$ cat config.mk
export PLATFORM = sky130hd
export DESIGN_NAME = otc_scan
export DESIGN_NICKNAME = d
export VERILOG_FILES = /design/src/rtl/core/overlap_track_confirmation_core_assert.svh /design/src/rtl/core/otc_pkg.sv /design/src/rtl/core/otc_scan.sv
export SDC_FILE = /design/constraint.sdc
export NUM_CORES = 2
export LEC_CHECK = 0
export BUFFER_PORTS_ARGS = -buffer_cell sky130_fd_sc_hd__buf_2
export CORE_MARGIN = 1.5
export CORE_UTILIZATION = 30
export DETAILED_ROUTE_END_ITERATION = 10
export PLACE_DENSITY_LB_ADDON = 0.12
export SLEW_MARGIN = 20
export SYNTH_ARGS = -nofsm -noshare
export SYNTH_HDL_FRONTEND = slang
export SYNTH_SLANG_ARGS = --single-unit
$ cat constraint.sdc
create_clock -name clk -period 15.8 [get_ports clk]
set_input_delay 3.16 -clock clk [delete_from_list [all_inputs] [get_ports clk]]
set_output_delay 3.16 -clock clk [all_outputs]
set_load 0.02 [all_outputs]
$ cat src/rtl/core/overlap_track_confirmation_core_assert.svh
// assertion macros for the overlap track confirmation rtl
`ifndef OVERLAP_TRACK_CONFIRMATION_CORE_ASSERT_SVH
`define OVERLAP_TRACK_CONFIRMATION_CORE_ASSERT_SVH

// condition that holds at every edge out of reset
`define OTC_ASSERT_ALWAYS(label, cond) \
    label: assert property (@(posedge clk) disable iff (!rst_n) (cond)) \
        else $error("otc invariant violated");

// consequence in the same cycle
`define OTC_ASSERT_IMPLY(label, ante, cons) \
    label: assert property (@(posedge clk) disable iff (!rst_n) (ante) |-> (cons)) \
        else $error("otc implication violated");

// consequence in the next cycle
`define OTC_ASSERT_NEXT(label, ante, cons) \
    label: assert property (@(posedge clk) disable iff (!rst_n) (ante) |=> (cons)) \
        else $error("otc next-cycle check violated");

`endif

$ cat src/rtl/core/otc_pkg.sv
// shared constants and types of the overlap track confirmation core
`default_nettype none

package otc_pkg;

    localparam int DEF_MAX_CANDIDATES = 64;
    localparam int DEF_COORD_BITS     = 12;

    localparam int FIELD_W    = 12;
    localparam int ID_W       = 16;
    localparam int COUNT_W    = 4;
    localparam int INDEX_W    = 6;
    localparam int THR_W      = 9;
    localparam int CFG_IDX_W  = 1;
    localparam int CFG_DATA_W = 9;

    localparam logic [THR_W-1:0]   THR_RESET     = 9'd128;
    localparam logic [COUNT_W-1:0] CONFIRM_RESET = 4'd3;
    localparam logic [COUNT_W-1:0] COUNT_MAX     = 4'd15;
    localparam logic [COUNT_W-1:0] COUNT_FIRST   = 4'd1;

    typedef enum logic [CFG_IDX_W-1:0] {
        CFG_THRESHOLD = 1'b0,
        CFG_CONFIRM   = 1'b1
    } cfg_index_t;

    typedef enum logic [0:0] {
        MODE_RECT  = 1'b0,
        MODE_EMPTY = 1'b1
    } mode_t;

    typedef struct packed {
        logic               confirmed;
        logic [ID_W-1:0]    track_id;
        logic [COUNT_W-1:0] hit_count;
        logic               matched;
        logic [INDEX_W-1:0] matched_index;
    } result_t;

endpackage

`default_nettype wire

$ cat src/rtl/core/otc_scan.sv
// best-overlap search over the previous candidate list
`default_nettype none

module otc_scan #(
    parameter int MAX_CANDIDATES = otc_pkg::DEF_MAX_CANDIDATES,
    parameter int COORD_BITS     = otc_pkg::DEF_COORD_BITS
) (
    input  wire logic                                      clk,
    input  wire logic                                      rst_n,
    input  wire logic                                      start,
    input  wire logic [4*COORD_BITS-1:0]                   query,
    input  wire logic [$clog2(MAX_CANDIDATES+1)-1:0]       prev_size,
    input  wire logic                                      prev_bank,
    output logic                                           rd_en,
    output logic      [$clog2(MAX_CANDIDATES):0]           rd_addr,
    input  wire logic [4*COORD_BITS+otc_pkg::COUNT_W-1:0]  rd_data,
    output logic                                           done,
    output logic      [$clog2(MAX_CANDIDATES)-1:0]         best_idx,
    output logic      [2*COORD_BITS-1:0]                   best_inter,
    output logic      [2*COORD_BITS-1:0]                   best_area,
    output logic      [otc_pkg::COUNT_W-1:0]               best_count
);

    localparam int IDX_W  = $clog2(MAX_CANDIDATES);
    localparam int SIZE_W = $clog2(MAX_CANDIDATES+1);
    localparam int CB     = COORD_BITS;
    localparam int CW     = otc_pkg::COUNT_W;

    function automatic logic [CB-1:0] ovl_len(
        input logic [CB-1:0] a0,
        input logic [CB-1:0] alen,
        input logic [CB-1:0] b0,
        input logic [CB-1:0] blen
    );
        logic [CB:0] lo;
        logic [CB:0] ae;
        logic [CB:0] be;
        logic [CB:0] hi;
        lo = (a0 > b0) ? {1'b0, a0} : {1'b0, b0};
        ae = {1'b0, a0} + {1'b0, alen};
        be = {1'b0, b0} + {1'b0, blen};
        hi = (ae < be) ? ae : be;
        ovl_len = (hi > lo) ? CB'(hi - lo) : '0;
    endfunction

    // issue control
    logic              active_reg, active_next;
    logic              phase_reg, phase_next;
    logic [SIZE_W-1:0] j_reg, j_next;
    logic              issue;

    // stage valids
    logic v1_reg, v2_reg, v3_reg, v4_reg;

    // stage payload
    logic [IDX_W-1:0]  idx1_reg, idx2_reg, idx3_reg, idx4_reg;
    logic [CB-1:0]     iw_reg, ih_reg, pw_reg, ph_reg;
    logic [CW-1:0]     cnt2_reg, cnt3_reg, cnt4_reg;
    logic [2*CB-1:0]   inter3_reg, area3_reg, inter4_reg, area4_reg;
    logic              nz3_reg, nz4_reg;
    logic [4*CB-1:0]   cross_new_reg, cross_best_reg;

    // best so far
    logic [IDX_W-1:0]  best_idx_reg;
    logic [2*CB-1:0]   best_inter_reg, best_area_reg;
    logic [CW-1:0]     best_count_reg;

    // unpacked query and candidate
    logic [CB-1:0] qx, qy, qw, qh, px, py, pw, ph;
    logic [CW-1:0] pc;

    assign qx = query[CB-1:0];
    assign qy = query[2*CB-1:CB];
    assign qw = query[3*CB-1:2*CB];
    assign qh = query[4*CB-1:3*CB];
    assign px = rd_data[CB-1:0];
    assign py = rd_data[2*CB-1:CB];
    assign pw = rd_data[3*CB-1:2*CB];
    assign ph = rd_data[4*CB-1:3*CB];
    assign pc = rd_data[4*CB+CW-1:4*CB];

    // a candidate is issued only in phase 0, so the compare sees the updated best
    assign issue   = active_reg && !phase_reg && (j_reg < prev_size);
    assign rd_en   = issue;
    assign rd_addr = {prev_bank, j_reg[IDX_W-1:0]};
    assign done    = active_reg && (j_reg >= prev_size)
                     && !v1_reg && !v2_reg && !v3_reg && !v4_reg;

    always_comb
    begin
        active_next = active_reg;
        phase_next  = phase_reg;
        j_next      = j_reg;
        if (start)
        begin
            active_next = 1'b1;
            phase_next  = 1'b0;
            j_next      = '0;
        end
        else if (active_reg)
        begin
            phase_next = !phase_reg;
            if (issue)
            begin
                j_next = j_reg + SIZE_W'(1);
            end
            if (done)
            begin
                active_next = 1'b0;
            end
        end
    end

    always_ff @(posedge clk or negedge rst_n)
    begin
        if (!rst_n)
        begin
            active_reg <= 1'b0;
            phase_reg  <= 1'b0;
            j_reg      <= '0;
            v1_reg     <= 1'b0;
            v2_reg     <= 1'b0;
            v3_reg     <= 1'b0;
            v4_reg     <= 1'b0;
        end
        else
        begin
            active_reg <= active_next;
            phase_reg  <= phase_next;
            j_reg      <= j_next;
            v1_reg     <= issue;
            v2_reg     <= v1_reg;
            v3_reg     <= v2_reg;
            v4_reg     <= v3_reg;
        end
    end

    // datapath stages
    always_ff @(posedge clk)
    begin
        idx1_reg <= j_reg[IDX_W-1:0];

        // overlap extents
        iw_reg   <= ovl_len(qx, qw, px, pw);
        ih_reg   <= ovl_len(qy, qh, py, ph);
        pw_reg   <= pw;
        ph_reg   <= ph;
        cnt2_reg <= pc;
        idx2_reg <= idx1_reg;

        // intersection and candidate area
        inter3_reg <= (2*CB)'(iw_reg) * (2*CB)'(ih_reg);
        area3_reg  <= (2*CB)'(pw_reg) * (2*CB)'(ph_reg);
        nz3_reg    <= (iw_reg != '0) && (ih_reg != '0);
        cnt3_reg   <= cnt2_reg;
        idx3_reg   <= idx2_reg;

        // cross products against the best ratio
        cross_new_reg  <= (4*CB)'(inter3_reg) * (4*CB)'(best_area_reg);
        cross_best_reg <= (4*CB)'(best_inter_reg) * (4*CB)'(area3_reg);
        inter4_reg     <= inter3_reg;
        area4_reg      <= area3_reg;
        nz4_reg        <= nz3_reg;
        cnt4_reg       <= cnt3_reg;
        idx4_reg       <= idx3_reg;

        if (start)
        begin
            best_idx_reg   <= '0;
            best_inter_reg <= '0;
            best_area_reg  <= (2*CB)'(1);
            best_count_reg <= '0;
        end
        else if (v4_reg && nz4_reg && (cross_new_reg > cross_best_reg))
        begin
            best_idx_reg   <= idx4_reg;
            best_inter_reg <= inter4_reg;
            best_area_reg  <= area4_reg;
            best_count_reg <= cnt4_reg;
        end
    end

    assign best_idx   = best_idx_reg;
    assign best_inter = best_inter_reg;
    assign best_area  = best_area_reg;
    assign best_count = best_count_reg;

endmodule

`default_nettype wire

==> results.cfg <==
[synthesis]
yosysUniqueCellTypes = 74
post_synthesis_register_bit_count = 349
cell_type_with_the_largest_total_area_after_synthesis = sky130_fd_sc_hd__fa_1
synth_top_cell_area_share = 0.380
async_flop_share = 0.0372
post_synth_most_frequent_cells = sky130_fd_sc_hd__inv_1 (1490), sky130_fd_sc_hd__fa_1 (1170), sky130_fd_sc_hd__nand2_1 (862)
netlist_area_before_placement_mm2 = 0.0617
synthFlopType = sky130_fd_sc_hd__dfxtp_1
synthesis.yosys.warnings = 0
synth_adder_area_share = 0.511
post-synth-top-count-cell = sky130_fd_sc_hd__inv_1
synth_compound_area_frac = 0.0597
post_synth_xor_area_fraction = 0.0250
synth_edf_count = 0
synth_mux_area_frac = 0.0180
synthesized_instance_count = 6818
synth.avg_cell_area_um2 = 9.05
sequential_cell_area_fraction_in_the_yosys_report = 0.114
combinational_family_with_the_most_area_after_synthesis = adder cells
synth_simple_gate_area_share = 0.163
synth.area.top_cells = sky130_fd_sc_hd__fa_1 (38%), sky130_fd_sc_hd__ha_1 (13%), sky130_fd_sc_hd__dfxtp_1 (11%), sky130_fd_sc_hd__inv_1 (9.1%), sky130_fd_sc_hd__and2_1 (6.8%)
synth.net_count = 8747

[worst_hold_path]
hp-class = reg -> reg
timing.hold.worst_path_depth = 0

[timing]
unrepaired_setup_endpoints_after_global_routing = false
period_needed_ns = 9.17
maxSlewViolCount = 0
timing.final.crit_share = 0.581
timing.final.setup_violations = 0
fmax_ghz = 0.109
setup_tns_ns = 0
fin_skew_ns = 0.0539
layout_setup_ws_ns = 6.63
slew-limit-headroom = 0.309
hold_violations = 0
timing_worst_slew_pin_value_ns = 1.01

[worst_setup_path]
critical_path.startpoint_type = primary input
critical_path_depth = 27
required_ns = 16.28
arrival_ns = 9.65
critPathKind = in -> reg
r2r_cells = 25
timing.critical_path.to_type = flop
critical_path_buf_inv_count = 2
maximum_net_fanout_on_the_critical_path = 14
cp_top_family = compound AO/OA/AOI/OAI gates
cp_slowest_cell = sky130_fd_sc_hd__o21ai_1
cpPeakStageDelay_ns = 0.66

[grt]
grt_first_pass_wirelength_um = 297000
grt_antenna_before_repair = 17
grtUsageTotal = 0.185
maximum_number_of_pins_on_one_net_before_global_route_repair = 74
grt-ovfl-total = 0
first_global_vias = 49000

[drt]
avgRoutedWirePerCell_um = 19.7
wl_um = 189000
antenna_viol_nets_final = 0
detailedRoute.firstPassIterationCount = 5
dr_total_vias = 44200
drc = 0
detail_routed_via_count_per_cell = 4.61
drt_iter0_drc = 1887

[finish]
flow.area_growth_from_synthesis_pct = 9.25
drive_above_1_share = 0.0601
nFillCells = 21400
layout.nets = 8784
finish.utilization = 0.329

[clock_tree]
cts-buffers-inserted = 50
clock-sinks = 349
tritoncts = yes
postCtsHoldBufs = 0
cts_root_buffer = sky130_fd_sc_hd__clkbuf_16
path_clk_slew_ns = 0.06
clockBufferDepth = 3
cts_repair_resize_count = 0
postCtsSetupRepairBufs = 0
cts-htree-levels = 2
clk-insertion-delay-late_ns = 0.70

[floorplan]
die_height_um = 456
core_region_area_mm2 = 0.205
die_area_mm2 = 0.208
dieWidth_um = 456
placement_rows = 166
floorplan.io_pins = 178
start_util = 0.302

[placed_design]
post-dp-hpwl_um = 143000
final_weighted_congestion_in_routability_driven_placement = 0.822
io_buffers = 175
dpl_worst_slack_ns = 6.03

[flow_run]
max-cap-violations = 0

[run_status]
run_status = finished clean
## layer usage
metal	track usage	vias up	part of all wire
met5	0	-	0.00016
met4	0.0350	6	0.018
met3	0.0165	173	0.029
met2	0.339	668	0.51
met1	0.237	22700	0.44
li1	-	20600	-
## placed cells by master, fill, tap and decap left out, drive strengths merged, types with 131 or more instances in the layout
cell type	n
and2	675
nand2b	135
nand2	862
fa	1170
nor2	131
ha	648
inv	1496
a21oi	206
dfxtp	336
buf	278
## per-stage QoR
step / std cells / cell area (um2) / hold slack, ns
3_3_place_gp: 9491 / 65600 / 0.311
4_1_cts: 9581 / 67400 / 0.325
6_report: 9585 / 67400 / 0.323
5_1_grt: 9581 / 67400 / 0.333
3_5_place_dp: 9491 / 65600 / 0.312
2_1_floorplan: 6818 / 61700 / 0.310
## worst register-to-register path: cells and delay by family, from the launching register on
family | cells | cell delay [ns]
compound gates | 7 | 2.40
xor+xnor | 1 | 0.17
fa+ha+maj | 8 | 3.90
buf+inv | 7 | 0.37
flops | 1 | 0.81
simple gates | 2 | 0.28
## path summary, 6_finish.rpt
check	start	slack [ns]	end
max	query[0]	6.63	iw_reg[1]
max in group asynchronous	rst_n	13.15	active_reg
min reg2reg	idx2_reg[2]	0.32	idx3_reg[2]
max reg2reg	best_area[5]	7.75	cross_new_reg[47]
min in group asynchronous	rst_n	2.40	j_reg[6]
min	idx2_reg[2]	0.32	idx3_reg[2]
## kinds of logic (layout without fill, tap and decap cells)
| kind of cell | after synthesis | in the layout |
|---|---|---|
| flops | 349 | 349 |
| other cells | 0 | 4 |
| mux | 110 | 110 |
| buf+inv | 1783 | 1858 |
| xor+xnor | 176 | 176 |
| fa+ha+maj | 1818 | 1818 |
| compound gates | 573 | 573 |
| simple gates | 2009 | 2009 |
## cell type report
cell class | instances | area (um2) | area share
diodes | 4 | 10.0 | 0.000149
repair buffers | 278 | 1650 | 0.0245
inverters | 1490 | 5590 | 0.0830
clock inverters | 25 | 385 | 0.00572
flip-flops and latches | 349 | 7080 | 0.105
multi-input cells | 4686 | 47900 | 0.711
well taps | 2688 | 3360 | 0.0499
clock buffers | 65 | 1390 | 0.0206
Power is left out: the tool's default activity adds up to more than one toggle a clock period on the data nets, which glitch-free logic cannot reach.
